[config.mk]
export PLATFORM = sky130hd
export DESIGN_NAME = congestion_window_sender_core
export DESIGN_NICKNAME = d
export VERILOG_FILES = /design/src/design/cwsc_pkg.sv /design/src/design/cwsc_div.sv /design/src/design/cwsc_dp.sv /design/src/design/cwsc_ctrl.sv /design/src/design/congestion_window_sender_core.sv
export VERILOG_INCLUDE_DIRS = /design/src /design/src/design
export SDC_FILE = /design/constraint.sdc
export NUM_CORES = 1
export LEC_CHECK = 0
export ABC_CLOCK_PERIOD_IN_PS = 6400
export BUFFER_PORTS_ARGS = -buffer_cell sky130_fd_sc_hd__buf_4
export CAP_MARGIN = 20
export CORE_UTILIZATION = 45
export DETAILED_ROUTE_END_ITERATION = 10
export PLACE_DENSITY = 0.7
export SLEW_MARGIN = 25
export SYNTH_ARGS = -nofsm -noshare
export SYNTH_HDL_FRONTEND = slang
export SYNTH_HIERARCHICAL = 1
export SYNTH_SLANG_ARGS = --single-unit
[constraint.sdc]
create_clock -name clk_i -period 6.4 [get_ports clk_i]
set_clock_uncertainty 0.2 [all_clocks]
set_input_delay 0.96 -clock clk_i [delete_from_list [all_inputs] [get_ports clk_i]]
set_output_delay 0.96 -clock clk_i [all_outputs]
set_load 0.1 [all_outputs]
[src/design/congestion_window_sender_core_macros.svh]
// ---------------------------------------------------------------------------
// congestion_window_sender_core assertion macros
// concurrent property helpers used by the asserting top-level file
// ---------------------------------------------------------------------------
`ifndef CONGESTION_WINDOW_SENDER_CORE_MACROS_SVH
`define CONGESTION_WINDOW_SENDER_CORE_MACROS_SVH

// same-cycle implication, off during reset
`define CWSC_ASSERT_IMP(lbl, clk, rstn, ante, cons) \
  lbl: assert property (@(posedge clk) disable iff (!(rstn)) (ante) |-> (cons)) \
    else $error("implication check failed");

// next-cycle implication, off during reset
`define CWSC_ASSERT_NXT(lbl, clk, rstn, ante, cons) \
  lbl: assert property (@(posedge clk) disable iff (!(rstn)) (ante) |=> (cons)) \
    else $error("next-cycle check failed");

`endif

[src/design/cwsc_pkg.sv]
// ---------------------------------------------------------------------------
// cwsc_pkg
// shared types, constants and helpers of the congestion window sender core
// ---------------------------------------------------------------------------
`default_nettype none

package cwsc_pkg;

  localparam int unsigned SeqW     = 16;
  localparam int unsigned CfgIdxW  = 2;
  localparam int unsigned CfgDataW = 32;
  localparam int unsigned InDataW  = 40;
  localparam int unsigned OutDataW = 72;
  localparam int unsigned DivW     = 17;
  localparam int unsigned DivCntW  = $clog2(DivW + 1);

  localparam logic [15:0] WinRst     = 16'd30;
  localparam logic [15:0] ThrRst     = 16'd64 << 8;
  localparam logic [7:0]  DupLimRst  = 8'd3;
  localparam logic [31:0] TotalRst   = 32'd0;
  localparam logic [SeqW-1:0] SeqRst = SeqW'(1);
  localparam logic [15:0] FastExtra  = 16'd3;
  localparam logic [DivW-1:0] OneQ16 = DivW'(1) << 16;

  typedef enum logic [CfgIdxW-1:0] {
    CFG_INIT_WIN  = 2'd0,
    CFG_INIT_THR  = 2'd1,
    CFG_DUP_LIMIT = 2'd2,
    CFG_TOTAL     = 2'd3
  } cfg_idx_e;

  typedef enum logic [1:0] {
    MODE_SS = 2'd0,
    MODE_CA = 2'd1,
    MODE_FR = 2'd2
  } mode_e;

  typedef enum logic [3:0] {
    CMD_NONE,
    CMD_LOAD,
    CMD_ACK,
    CMD_CLAMP,
    CMD_GRANT,
    CMD_ADVANCE,
    CMD_TIMEOUT,
    CMD_FAST,
    CMD_NEW,
    CMD_DIV_START,
    CMD_FRAC,
    CMD_EMIT
  } cmd_e;

  typedef struct packed {
    logic flag_new;
    logic flag_fast;
    logic mode_ca;
    logic div_done;
  } dp_status_t;

  typedef struct packed {
    logic [5:0]      pad;
    logic            timed_out;
    logic [15:0]     peer_window;
    logic [SeqW-1:0] ack_seq;
    logic            ack_valid;
  } item_t;

  typedef struct packed {
    logic [3:0]      pad;
    logic            all_acked;
    logic [1:0]      phase;
    logic [15:0]     window_now;
    logic [15:0]     grant_count;
    logic [SeqW-1:0] grant_first;
    logic [SeqW-1:0] retransmit_seq;
    logic            retransmit;
  } result_t;

  function automatic logic [15:0] inc_sat16(input logic [15:0] v);
    return (v == 16'hFFFF) ? v : v + 16'd1;
  endfunction

  function automatic logic [15:0] init_win(input logic [15:0] v);
    return (v == 16'd0) ? 16'd1 : v;
  endfunction

endpackage

`default_nettype wire

[src/design/cwsc_div.sv]
// ---------------------------------------------------------------------------
// cwsc_div
// serial restoring divider: 1.0 in Q1.16 divided by the window, one bit a cycle
// ---------------------------------------------------------------------------
`default_nettype none

module cwsc_div (
  input  wire logic                      clk_i,
  input  wire logic                      rst_ni,
  input  wire logic                      start_i,
  input  wire logic [15:0]               divisor_i,
  output logic                           done_o,
  output logic [cwsc_pkg::DivW-1:0]      quot_o
);
  import cwsc_pkg::*;

  logic               busy_q, busy_d;
  logic               done_q, done_d;
  logic [DivCntW-1:0] cnt_q, cnt_d;
  logic [15:0]        rem_q;
  logic [15:0]        dsr_q;
  logic [DivW-1:0]    dvd_q;
  logic [DivW-1:0]    quo_q;
  logic [16:0]        trial;
  logic [16:0]        diff;
  logic               fits;

  assign trial = {rem_q, dvd_q[DivW-1]};
  assign fits  = trial >= {1'b0, dsr_q};
  assign diff  = trial - {1'b0, dsr_q};

  always_comb begin
    busy_d = busy_q;
    cnt_d  = cnt_q;
    done_d = 1'b0;
    if (start_i) begin
      busy_d = 1'b1;
      cnt_d  = DivCntW'(DivW);
    end else if (busy_q) begin
      cnt_d = cnt_q - DivCntW'(1);
      if (cnt_q == DivCntW'(1)) begin
        busy_d = 1'b0;
        done_d = 1'b1;
      end
    end
  end

  always_ff @(posedge clk_i or negedge rst_ni) begin
    if (!rst_ni) begin
      busy_q <= 1'b0;
      done_q <= 1'b0;
      cnt_q  <= '0;
    end else begin
      busy_q <= busy_d;
      done_q <= done_d;
      cnt_q  <= cnt_d;
    end
  end

  always_ff @(posedge clk_i) begin
    if (start_i) begin
      rem_q <= '0;
      dsr_q <= divisor_i;
      dvd_q <= OneQ16;
      quo_q <= '0;
    end else if (busy_q) begin
      rem_q <= fits ? diff[15:0] : trial[15:0];
      dvd_q <= {dvd_q[DivW-2:0], 1'b0};
      quo_q <= {quo_q[DivW-2:0], fits};
    end
  end

  assign done_o = done_q;
  assign quot_o = quo_q;

endmodule

`default_nettype wire

[src/design/cwsc_dp.sv]
// ---------------------------------------------------------------------------
// cwsc_dp
// datapath: window state, config registers, per-step updates and result register
// ---------------------------------------------------------------------------
`default_nettype none

module cwsc_dp (
  input  wire logic                             clk_i,
  input  wire logic                             rst_ni,
  input  wire logic                             cfg_we_i,
  input  wire logic [cwsc_pkg::CfgIdxW-1:0]     cfg_idx_i,
  input  wire logic [cwsc_pkg::CfgDataW-1:0]    cfg_data_i,
  input  wire cwsc_pkg::item_t                  item_i,
  input  wire cwsc_pkg::cmd_e                   cmd_i,
  output cwsc_pkg::dp_status_t                  status_o,
  output cwsc_pkg::result_t                     result_o
);
  import cwsc_pkg::*;

  // configuration; writes to the threshold index are ignored, the threshold resets to its constant
  logic [15:0] init_win_q;
  logic [7:0]  dup_lim_q;
  logic [31:0] total_q;

  // connection state
  logic [15:0]     win_q, win_d;
  logic [15:0]     thr_q, thr_d;
  mode_e           mode_q, mode_d;
  logic [7:0]      dup_q, dup_d;
  logic [SeqW-1:0] base_q, base_d;
  logic [SeqW-1:0] next_q, next_d;
  logic [31:0]     acked_q, acked_d;
  logic [31:0]     sent_q, sent_d;
  logic [15:0]     frac_q, frac_d;
  logic            fnew_q, fnew_d;
  logic            ffast_q, ffast_d;

  // current item and its partial results
  item_t           item_q;
  logic            rtx_q;
  logic [SeqW-1:0] rtx_seq_q;
  logic [SeqW-1:0] gfirst_q;
  logic [15:0]     gcount_q;
  logic [15:0]     outst_q;
  logic [31:0]     remain_q;
  result_t         out_q;

  logic            div_done;
  logic [DivW-1:0] quot;

  // ack path
  logic [SeqW-1:0] from_prev, ack_dist, ack_outst;
  logic [16:0]     ack_n;
  logic [32:0]     acked_sum;
  logic [7:0]      dup_inc;
  // round path
  logic [15:0]     avail, half_p1, win_inc;
  logic [16:0]     frac_sum;

  cwsc_div u_div (
    .clk_i     (clk_i),
    .rst_ni    (rst_ni),
    .start_i   (cmd_i == CMD_DIV_START),
    .divisor_i (win_q),
    .done_o    (div_done),
    .quot_o    (quot)
  );

  assign from_prev = item_q.ack_seq - (base_q - SeqW'(1));
  assign ack_dist  = item_q.ack_seq - base_q;
  assign ack_outst = next_q - base_q;
  assign ack_n     = {1'b0, ack_dist} + 17'd1;
  assign acked_sum = {1'b0, acked_q} + {16'd0, ack_n};
  assign dup_inc   = (dup_q == 8'hFF) ? dup_q : dup_q + 8'd1;
  assign avail     = (win_q > outst_q) ? win_q - outst_q : 16'd0;
  assign half_p1   = (win_q >> 1) + 16'd1;
  assign win_inc   = inc_sat16(win_q);
  assign frac_sum  = {1'b0, frac_q} + quot;

  always_comb begin
    win_d   = win_q;
    thr_d   = thr_q;
    mode_d  = mode_q;
    dup_d   = dup_q;
    base_d  = base_q;
    next_d  = next_q;
    acked_d = acked_q;
    sent_d  = sent_q;
    frac_d  = frac_q;
    fnew_d  = fnew_q;
    ffast_d = ffast_q;
    unique case (cmd_i)
      CMD_ACK: begin
        if (item_q.ack_valid && (from_prev <= win_q)) begin
          if (ack_dist < ack_outst) begin
            acked_d = acked_sum[32] ? 32'hFFFF_FFFF : acked_sum[31:0];
            base_d  = item_q.ack_seq + SeqW'(1);
            fnew_d  = 1'b1;
          end else if (dup_inc > dup_lim_q) begin
            dup_d   = 8'd0;
            ffast_d = 1'b1;
          end else begin
            dup_d = dup_inc;
          end
        end
      end
      CMD_CLAMP: begin
        if ((item_q.peer_window != 16'd0) && (win_q > item_q.peer_window)) begin
          win_d = item_q.peer_window;
        end
      end
      CMD_ADVANCE: begin
        next_d = next_q + gcount_q;
        sent_d = sent_q + {16'd0, gcount_q};
      end
      CMD_TIMEOUT: begin
        if (item_q.timed_out) begin
          thr_d  = half_p1;
          win_d  = init_win(init_win_q);
          dup_d  = 8'd0;
          mode_d = MODE_SS;
        end
      end
      CMD_FAST: begin
        if (ffast_q) begin
          mode_d = MODE_FR;
          thr_d  = half_p1;
          win_d  = half_p1 + FastExtra;
        end
      end
      CMD_NEW: begin
        if (fnew_q) begin
          dup_d = 8'd0;
          if (mode_q == MODE_FR) begin
            win_d  = init_win(thr_q);
            mode_d = MODE_CA;
          end else if (mode_q == MODE_SS) begin
            win_d = win_inc;
            if (win_inc > thr_q) begin
              mode_d = MODE_CA;
            end
          end
        end
        fnew_d  = 1'b0;
        ffast_d = 1'b0;
      end
      CMD_FRAC: begin
        dup_d  = 8'd0;
        frac_d = frac_sum[15:0];
        if (frac_sum[16]) begin
          win_d = win_inc;
        end
        fnew_d  = 1'b0;
        ffast_d = 1'b0;
      end
      default: begin
      end
    endcase
  end

  always_ff @(posedge clk_i or negedge rst_ni) begin
    if (!rst_ni) begin
      init_win_q <= WinRst;
      dup_lim_q  <= DupLimRst;
      total_q    <= TotalRst;
      win_q      <= init_win(WinRst);
      thr_q      <= ThrRst;
      mode_q     <= MODE_SS;
      dup_q      <= '0;
      base_q     <= SeqRst;
      next_q     <= SeqRst;
      acked_q    <= '0;
      sent_q     <= '0;
      frac_q     <= '0;
      fnew_q     <= 1'b0;
      ffast_q    <= 1'b0;
    end else begin
      if (cfg_we_i) begin
        unique case (cfg_idx_e'(cfg_idx_i))
          CFG_INIT_WIN:  init_win_q <= cfg_data_i[15:0];
          CFG_INIT_THR: begin
          end
          CFG_DUP_LIMIT: dup_lim_q  <= cfg_data_i[7:0];
          CFG_TOTAL:     total_q    <= cfg_data_i;
        endcase
      end
      win_q   <= win_d;
      thr_q   <= thr_d;
      mode_q  <= mode_d;
      dup_q   <= dup_d;
      base_q  <= base_d;
      next_q  <= next_d;
      acked_q <= acked_d;
      sent_q  <= sent_d;
      frac_q  <= frac_d;
      fnew_q  <= fnew_d;
      ffast_q <= ffast_d;
    end
  end

  // item and result payload
  always_ff @(posedge clk_i) begin
    unique case (cmd_i)
      CMD_LOAD: begin
        item_q    <= item_i;
        rtx_q     <= 1'b0;
        rtx_seq_q <= '0;
        gfirst_q  <= '0;
        gcount_q  <= '0;
      end
      CMD_ACK: begin
        if (item_q.ack_valid && (from_prev <= win_q) && !(ack_dist < ack_outst)
            && (dup_inc > dup_lim_q)) begin
          rtx_q     <= 1'b1;
          rtx_seq_q <= item_q.ack_seq + SeqW'(1);
        end
      end
      CMD_CLAMP: begin
        outst_q  <= next_q - base_q;
        remain_q <= (total_q > sent_q) ? total_q - sent_q : 32'd0;
      end
      CMD_GRANT: begin
        gfirst_q <= next_q;
        gcount_q <= ({16'd0, avail} < remain_q) ? avail : remain_q[15:0];
      end
      CMD_TIMEOUT: begin
        if (item_q.timed_out) begin
          rtx_q     <= 1'b1;
          rtx_seq_q <= base_q;
        end
      end
      CMD_EMIT: begin
        out_q.pad            <= '0;
        out_q.all_acked      <= acked_q >= total_q;
        out_q.phase          <= mode_q;
        out_q.window_now     <= win_q;
        out_q.grant_count    <= gcount_q;
        out_q.grant_first    <= gfirst_q;
        out_q.retransmit_seq <= rtx_seq_q;
        out_q.retransmit     <= rtx_q;
      end
      default: begin
      end
    endcase
  end

  assign status_o.flag_new  = fnew_q;
  assign status_o.flag_fast = ffast_q;
  assign status_o.mode_ca   = (mode_q == MODE_CA);
  assign status_o.div_done  = div_done;
  assign result_o           = out_q;

endmodule

`default_nettype wire

[src/design/cwsc_ctrl.sv]
// ---------------------------------------------------------------------------
// cwsc_ctrl
// controller: sequences ack and round-end steps and owns the handshakes
// ---------------------------------------------------------------------------
`default_nettype none

module cwsc_ctrl (
  input  wire logic                  clk_i,
  input  wire logic                  rst_ni,
  input  wire logic                  in_valid_i,
  input  wire logic                  in_round_i,
  output logic                       in_ready_o,
  output logic                       out_valid_o,
  input  wire logic                  out_ready_i,
  input  wire cwsc_pkg::dp_status_t  status_i,
  output cwsc_pkg::cmd_e             cmd_o
);
  import cwsc_pkg::*;

  typedef enum logic [3:0] {
    ST_IDLE,
    ST_ACK,
    ST_CLAMP,
    ST_GRANT,
    ST_ADVANCE,
    ST_TIMEOUT,
    ST_FAST,
    ST_NEW,
    ST_DIV,
    ST_OUT
  } state_e;

  state_e state_q, state_d;
  logic   out_valid_q, out_valid_d;
  logic   out_free;

  assign out_free = !out_valid_q || out_ready_i;

  always_comb begin
    state_d     = state_q;
    cmd_o       = CMD_NONE;
    out_valid_d = out_valid_q && !out_ready_i;
    unique case (state_q)
      ST_IDLE: begin
        if (in_valid_i) begin
          cmd_o   = CMD_LOAD;
          state_d = in_round_i ? ST_CLAMP : ST_ACK;
        end
      end
      ST_ACK: begin
        cmd_o   = CMD_ACK;
        state_d = ST_OUT;
      end
      ST_CLAMP: begin
        cmd_o   = CMD_CLAMP;
        state_d = ST_GRANT;
      end
      ST_GRANT: begin
        cmd_o   = CMD_GRANT;
        state_d = ST_ADVANCE;
      end
      ST_ADVANCE: begin
        cmd_o   = CMD_ADVANCE;
        state_d = ST_TIMEOUT;
      end
      ST_TIMEOUT: begin
        cmd_o   = CMD_TIMEOUT;
        state_d = ST_FAST;
      end
      ST_FAST: begin
        cmd_o   = CMD_FAST;
        state_d = ST_NEW;
      end
      ST_NEW: begin
        if (status_i.flag_new && status_i.mode_ca) begin
          cmd_o   = CMD_DIV_START;
          state_d = ST_DIV;
        end else begin
          cmd_o   = CMD_NEW;
          state_d = ST_OUT;
        end
      end
      ST_DIV: begin
        if (status_i.div_done) begin
          cmd_o   = CMD_FRAC;
          state_d = ST_OUT;
        end
      end
      ST_OUT: begin
        if (out_free) begin
          cmd_o       = CMD_EMIT;
          out_valid_d = 1'b1;
          state_d     = ST_IDLE;
        end
      end
      default: begin
        state_d = ST_IDLE;
      end
    endcase
  end

  always_ff @(posedge clk_i or negedge rst_ni) begin
    if (!rst_ni) begin
      state_q     <= ST_IDLE;
      out_valid_q <= 1'b0;
    end else begin
      state_q     <= state_d;
      out_valid_q <= out_valid_d;
    end
  end

  assign in_ready_o  = (state_q == ST_IDLE);
  assign out_valid_o = out_valid_q;

endmodule

`default_nettype wire

[src/design/congestion_window_sender_core.sv]
// ---------------------------------------------------------------------------
// congestion_window_sender_core
// reno-style sender window: cumulative acks, duplicate counting, grants per round
//
//   channel   direction  tdata fields (low bit up)                    tuser
//   s_axis    in         ack_valid, ack_seq, peer_window, timed_out  action
//   m_axis    out        retransmit, retransmit_seq, grant_first,    -
//                        grant_count, window_now, phase, all_acked
//   cfg       in         write enable, index, data (no read-back)    -
//
// ack item: loaded on acceptance, then the ack step, then the output step registers the result
// round end: clamp, grant, advance, timeout, fast, new-ack and output steps, plus a divide
//   when congestion avoidance sees a new ack, run by the 17-step serial divider for the window reciprocal
// one item in flight; next item taken as soon as its result sits in the output register
// a stalled result holds the controller in its output step
// ready right after reset, no memory to clear
// ---------------------------------------------------------------------------
`default_nettype none

`include "congestion_window_sender_core_macros.svh"

module congestion_window_sender_core (
  input  wire logic                             clk_i,
  input  wire logic                             rst_ni,
  input  wire logic                             s_axis_tvalid,
  output logic                                  s_axis_tready,
  // ack_valid[0], ack_seq[16:1], peer_window[32:17], timed_out[33], zero pad
  input  wire logic [cwsc_pkg::InDataW-1:0]     s_axis_tdata,
  // action[0]
  input  wire logic                             s_axis_tuser,
  output logic                                  m_axis_tvalid,
  input  wire logic                             m_axis_tready,
  // retransmit[0], retransmit_seq[16:1], grant_first[32:17], grant_count[48:33],
  // window_now[64:49], phase[66:65], all_acked[67], zero pad
  output logic [cwsc_pkg::OutDataW-1:0]         m_axis_tdata,
  input  wire logic                             cfg_we_i,
  input  wire logic [cwsc_pkg::CfgIdxW-1:0]     cfg_idx_i,
  input  wire logic [cwsc_pkg::CfgDataW-1:0]    cfg_data_i
);
  import cwsc_pkg::*;

  cmd_e       cmd;
  dp_status_t status;
  result_t    result;

  cwsc_ctrl u_ctrl (
    .clk_i       (clk_i),
    .rst_ni      (rst_ni),
    .in_valid_i  (s_axis_tvalid),
    .in_round_i  (s_axis_tuser),
    .in_ready_o  (s_axis_tready),
    .out_valid_o (m_axis_tvalid),
    .out_ready_i (m_axis_tready),
    .status_i    (status),
    .cmd_o       (cmd)
  );

  cwsc_dp u_dp (
    .clk_i      (clk_i),
    .rst_ni     (rst_ni),
    .cfg_we_i   (cfg_we_i),
    .cfg_idx_i  (cfg_idx_i),
    .cfg_data_i (cfg_data_i),
    .item_i     (item_t'(s_axis_tdata)),
    .cmd_i      (cmd),
    .status_o   (status),
    .result_o   (result)
  );

  assign m_axis_tdata = result;

  // the window never drops to zero
  `CWSC_ASSERT_IMP(a_win_nonzero, clk_i, rst_ni, m_axis_tvalid, result.window_now != 16'd0)
  // no retransmit, no sequence number
  `CWSC_ASSERT_IMP(a_rtx_seq_zero, clk_i, rst_ni, m_axis_tvalid && !result.retransmit,
                   result.retransmit_seq == '0)
  // one item at a time
  `CWSC_ASSERT_NXT(a_one_item, clk_i, rst_ni, s_axis_tvalid && s_axis_tready, !s_axis_tready)

endmodule

`default_nettype wire
## Word level (Yosys, flattened, before mapping)

Cells that the tools add are included.

- Output and inout port bits: 74
- Logic and storage cells: 215
- Bits in registers: 473

- Multiplexer cells: 68
- Reductions and logical operators: 37
- Equal/unequal tests: 42
- Order comparisons: 10
- Add/subtract/negate cells: 18

Operators with widths:

| kind | number |
|---|---|
| $mux W16 | 17 |
| $pmux W16 S2 | 3 |
| $pmux W16 S5 | 1 |
| $pmux W4 S10 | 2 |
| $sub A16 B16 Y16 | 5 |
| $gt A16 B16 Y1 | 3 |
| $mux W8 | 6 |
| $pmux W16 S3 | 1 |
| $add A32 B17 Y33 | 1 |
| $add A16 B1 Y16 const B | 2 |
| $add A32 B16 Y32 | 1 |
| $eq A4 B3 Y1 const B | 8 |
| $ge A32 B32 Y1 | 1 |
| $gt A32 B32 Y1 | 1 |
| $logic_not A16 Y1 | 2 |
| $lt A16 B32 Y1 | 1 |
| $mux W32 | 1 |
| $pmux W8 S4 | 1 |
| $sub A32 B32 Y32 | 1 |
| $eq A4 B4 Y1 const B | 6 |
| $ne A2 B1 Y1 const B | 11 |
| $mux W4 | 5 |
| $mux W1 | 18 |
| $add A16 B1 Y17 const B | 1 |
| 42 further kinds | 76 |

## Depth between registers and ports, before layout

- Depth after elaboration: 8
- Mapped depth: 25
- Gate-level depth less buffers: 23

## By module

Netlist, hierarchy kept.

By module, submodules not included:

| module | cells an instance | instances | sequential area each (sq um) | area an instance (sq um) |
|---|---|---|---|---|
| cwsc_dp | 2804 | 1 | 11297.1 | 27258.6 |
| cwsc_div | 342 | 1 | 1336.3 | 3283.1 |
| cwsc_ctrl | 49 | 1 | 125.1 | 370.4 |

## Worst setup path after synthesis

Ideal clock, no wire load.

- Path kind: input port to flip-flop
- Start: input port m_axis_tready
- End: register u_dp.win_q[8]
- Arrival time: 6177 ps
- Data required time: 6083 ps
- Setup slack: -94 ps
- Library setup time: 117 ps
- Stages: 12
- Path through: nand2b_1 > a22o_1 > a211o_1 > clkbuf_1 > nand2_1 > nor3_1 > nor2b_1 > or3_1 > clkbuf_1 > clkbuf_1 > a221o_1 > nand2_1

- Longest elaborated chain between the ends: 6
- Elaborated cells on any way between the ends: 17
- Those cells by class: eq/ne (11); mux (3); reduce/logical (3)

Ends and longest elaborated chain:

| item | line | text |
|---|---|---|
| from (decl) | congestion_window_sender_core.sv:32 | `input wire logic m_axis_tready,` |
| $logic_or A1 B1 Y1 * | cwsc_ctrl.sv:37 | `assign out_free = !out_valid_q \|\| out_ready_i;` |
| $mux W4 * | cwsc_ctrl.sv:90 | `if (out_free) begin` |
| $pmux W4 S10 * | cwsc_ctrl.sv:43 | `unique case (state_q)` |
| named net cmd[1] | congestion_window_sender_core.sv:42 | `cmd_e cmd;` |
| $eq A4 B4 Y1 (tied with other cells) | cwsc_dp.sv:92 | `unique case (cmd_i)` |
| $ne A3 B1 Y1 (no source line) (tied with other cells) | -- |  |
| $reduce_and A7 Y1 (no source line) | -- |  |
| to (signal assigned) | cwsc_dp.sv:166 | `win_q <= init_win(WinRst);` |
| to (signal assigned) | cwsc_dp.sv:187 | `win_q <= win_d;` |
| to (decl) | cwsc_dp.sv:26 | `logic [15:0] win_q, win_d;` |

The timed path passes the listed nets; every way through them passes the cells marked *.
A chain may end at the register's enable or synchronous reset.

## Worst setup path in the final report

- Start: register u_dp/item_q[2] (netlist name)
- End: register u_dp.dup_q[3]

- Longest elaborated chain between the ends: 5
- Elaborated cells on any way between the ends: 8
- Those cells by class: add/sub (2); order compare (2); eq/ne (2); reduce/logical (2)

Ends and longest elaborated chain:

| item | line | text |
|---|---|---|
| from (decl) | cwsc_dp.sv:39 | `item_t item_q;` |
| from (signal assigned) | cwsc_dp.sv:205 | `item_q <= item_i;` |
| $sub A16 B16 Y16 | cwsc_dp.sv:69 | `assign from_prev = item_q.ack_seq - (base_q - SeqW'(1));` |
| $le A16 B16 Y1 | cwsc_dp.sv:94 | `if (item_q.ack_valid && (from_prev <= win_q)) begin` |
| $logic_and A1 B1 Y1 | cwsc_dp.sv:94 |  |
| $ne A2 B1 Y1 (no source line) | -- |  |
| $reduce_and A5 Y1 (no source line) * | -- |  |
| to (signal assigned) | cwsc_dp.sv:190 | `dup_q <= dup_d;` |
| to (decl) | cwsc_dp.sv:29 | `logic [7:0] dup_q, dup_d;` |

Mark *: on every way between the ends. The rest lies on a longest branch, timed or not.

==> summary by stage <==
STA
The worst-margin pin slew is 1080 ps. Of the available clock period, the critical path in the final layout requires 0.939. The number of max-slew violations in the final report is 0.

The count of endpoints failing hold in the final timing report was 0. Setup repair after global routing left no endpoint under its margin. Setup violations remaining at the end of the flow were counted as 0. The setup total negative slack is 0 ps. After layout, the worst setup slack is 388 ps. The worst slew slack as a fraction of its limit is 0.274. Subtracting the final worst setup slack from the clock period gives 6010 ps. Static timing analysis puts the maximum clock frequency at 166 MHz.

Clocking
The clock-pin slew on the worst setup and hold paths is ~70 ps. The H-tree was split into 2 levels. The latest clock arrival within the worst-skew pair is slightly above 600 ps.

CTS placed an instance of sky130_fd_sc_hd__clkbuf_16 at the clock tree root. The post-CTS resize count is 0. The clock tree from TritonCTS is built. The quantity of hold-fixing buffers added after cts is 0. The number of sinks driven by the clock tree is 473. The maximum root-to-sink buffer count is 3. The total setup buffers inserted after CTS is 0. Clock tree synthesis inserted a total of 54 buffers.

Routing
After detailed routing, the number of remaining DRC violations is 0. The routed length per instance is 19.7 um. The number of violations reported at the end of detailed-routing iteration 0 is 1835. For this block, the routed nets add up to 84300 um of wire. The detail-routed via count per cell is around 5.7.

The detail route stage leaves a number of antenna-violating nets equal to 0. The detailed router placed 24.3k vias in this run. The first-pass iteration count of the detailed router is 6.

Critical path
Counting stages on the worst path, the most repeated cell is sky130_fd_sc_hd__ha_1. The slowest stage of the critical path belongs to the cell sky130_fd_sc_hd__or4_1. The signal on the critical path passes through ha_1 -> inv_1 -> ha_1 -> ha_1 -> o21a_1 -> o21ai_0 -> nand2b_1 -> a31o_2 -> a311oi_1 -> o41ai_1 -> a21oi_1 -> xor2_1 -> ha_1 -> nand2_1 -> or3_1 -> a21oi_1 -> or4_1 -> a21oi_1 -> o21ai_1 -> buf_4 -> or2_1 -> o41ai_1. The critical path capture point type is a flop. By startpoint and endpoint, the worst setup path is classified as flop to flop. Of all nets on the critical path, the largest fanout is 15. STA classifies the critical path startpoint as a flop.

The worst endpoint data arrival time is 6300 ps. The largest single stage delay on the critical path is around 570 ps. At the worst endpoint, the required time is 6690 ps.

Floorplanning
The horizontal die dimension is approximately 260 um. The row count is 95. The die area is about 0.07 mm^2. The number of top-level design ports is around 150.

The initial core utilization is 0.458. The core footprint is 0.0675 mm^2. The height of the chip is between 200 and 300 um.

Global route
The via count of the first global-routing pass is approximately 23k. In the global route stage, overall resource usage came out at 0.241. The pin count of the biggest net entering global routing is 77.

The first global-routing pass estimated 132000 um of wire. The remaining global-route overflow is 0. The initial antenna violation count is 0.

Place
The placer congestion estimate is 0.986. The cell area reported after detailed placement is 0.0331 mm^2. The number of I/O port buffers is 143. Summed over all nets, the half-perimeter wirelength after detailed placement is 63600 um.

The minimum setup slack after placement is around 550 ps.

Cells and area
In the final layout, the share of cells above drive strength 1 is 0.120. The finished cells cover 0.0350 mm^2. In the final layout, flip-flops and latches occupy 0.0128 mm^2. Summing all multi-input logic gate instances after layout gives 0.0167 mm^2.

The number of fill cells in the layout is slightly above 6k. The number of nets in the final layout is approximately 3.7k. The area added between synthesis and finish is 13.3%.

Hold path
The worst hold path class is primary input to asynchronous set/reset pin.

Synth
In this run the cell area of the synthesized design comes to 0.0309 mm^2. The mean instance size in the synthesized netlist is 9.68 um^2. The cell count after synthesis came out at 3194. During synthesis, Yosys emitted a total of 6 warnings.

Run
Across the run, the number of max-cap violations was 0.

Run status
The flow ran to the end, and the final reports show no timing, DRC or antenna violations.
-- path summary, 6_finish.rpt --
kind / from / to / slack [ps] / cells past startpoint
hold reg to reg: u_dp/gfirst_q[13] / u_dp/result_o[30] / 220 / 0
hold / removal: rst_ni / u_dp/sent_q[9] / 130 / 1
min in group clk_i: u_dp/gfirst_q[13] / u_dp/result_o[30] / 220 / 0
setup reg to reg: u_dp/item_q[2] / u_dp/dup_q[3] / 390 / 22
setup / recovery: u_dp/item_q[2] / u_dp/dup_q[3] / 390 / 22
max in group asynchronous: rst_ni / u_dp/dup_q[5] / 4550 / 2
-- final cells by class --
| cell class | count | share of cell area |
|---|---|---|
| diodes | 1 | 0.0000715 |
| clock buffers | 64 | 0.0408 |
| clock inverters | 38 | 0.0144 |
| inverters | 285 | 0.0305 |
| multi-input cells | 2342 | 0.477 |
| flip-flops and latches | 473 | 0.364 |
| well taps | 873 | 0.0312 |
| repair buffers | 193 | 0.0419 |
-- worst max-delay path, delay by kind of cell (launching register included) --
| kind | cells | cell delay, ps |
|---|---|---|
| flip-flops | 1 | 520 |
| buffers and inverters | 2 | 250 |
| XOR/XNOR | 1 | 290 |
| AND/OR/NAND/NOR | 5 | 1180 |
| adder cells (fa/ha/maj) | 4 | 1060 |
| AO/OA/AOI/OAI | 10 | 2360 |
-- flip-flops by register name, indices dropped and copies added (netlist names), 17 cells and up --
name and flops:
u_dp/acked_q 32, u_dp/item_q 34, u_dp/remain_q 32, u_dp/result_o 68
u_dp/sent_q 32, u_dp/total_q 32, u_dp/u_div/quot_o 17
-- per-stage QoR --
stage	utilization	cells	hold slack [ps]
after global routing	0.519	4268	163
final	0.519	4269	126
after floorplan	-	3197	200
after global placement	0.490	4166	202
after CTS	0.519	4268	139
after detailed placement	0.490	4166	205
-- placed cells by master (no fill, tap or decap), types with 13 or more instances in the layout --
master	n
sky130_fd_sc_hd__ha_1	298
sky130_fd_sc_hd__inv_1	283
sky130_fd_sc_hd__nor2_1	264
sky130_fd_sc_hd__nand2_1	260
sky130_fd_sc_hd__edfxtp_1	215
sky130_fd_sc_hd__dfrtp_1	210
sky130_fd_sc_hd__buf_4	191
sky130_fd_sc_hd__o21ai_0	165
sky130_fd_sc_hd__a21oi_1	163
sky130_fd_sc_hd__xnor2_1	138
sky130_fd_sc_hd__nand3_1	88
sky130_fd_sc_hd__xor2_1	75
sky130_fd_sc_hd__nor3_1	70
sky130_fd_sc_hd__mux2_2	59
sky130_fd_sc_hd__clkbuf_16	55
sky130_fd_sc_hd__a21o_1	51
sky130_fd_sc_hd__o21a_1	43
sky130_fd_sc_hd__o21ai_1	39
sky130_fd_sc_hd__nand2b_1	36
sky130_fd_sc_hd__mux2i_1	36
sky130_fd_sc_hd__nand4_1	35
sky130_fd_sc_hd__dfxtp_1	34
sky130_fd_sc_hd__nor2b_1	33
sky130_fd_sc_hd__nor4_1	30
sky130_fd_sc_hd__a211oi_1	28
sky130_fd_sc_hd__and2_1	28
sky130_fd_sc_hd__and3_1	27
sky130_fd_sc_hd__a31oi_1	25
sky130_fd_sc_hd__o31ai_1	23
sky130_fd_sc_hd__o22ai_1	20
sky130_fd_sc_hd__or3_1	20
sky130_fd_sc_hd__fa_1	20
sky130_fd_sc_hd__o21bai_1	18
sky130_fd_sc_hd__o211ai_1	15
sky130_fd_sc_hd__dfstp_2	13
-- per-layer routing --
metal  global-route usage  up-vias  routed length (um)
met5                    0        -                   0
met2                0.402      713               39900
met1                0.314    11600               36100
met3               0.0334      182                4580
met4               0.0993        0                3660
li1                     -    11800                   -
Power is left out: the tool's default activity adds up to more than one toggle a clock period on the data nets, which glitch-free logic cannot reach.
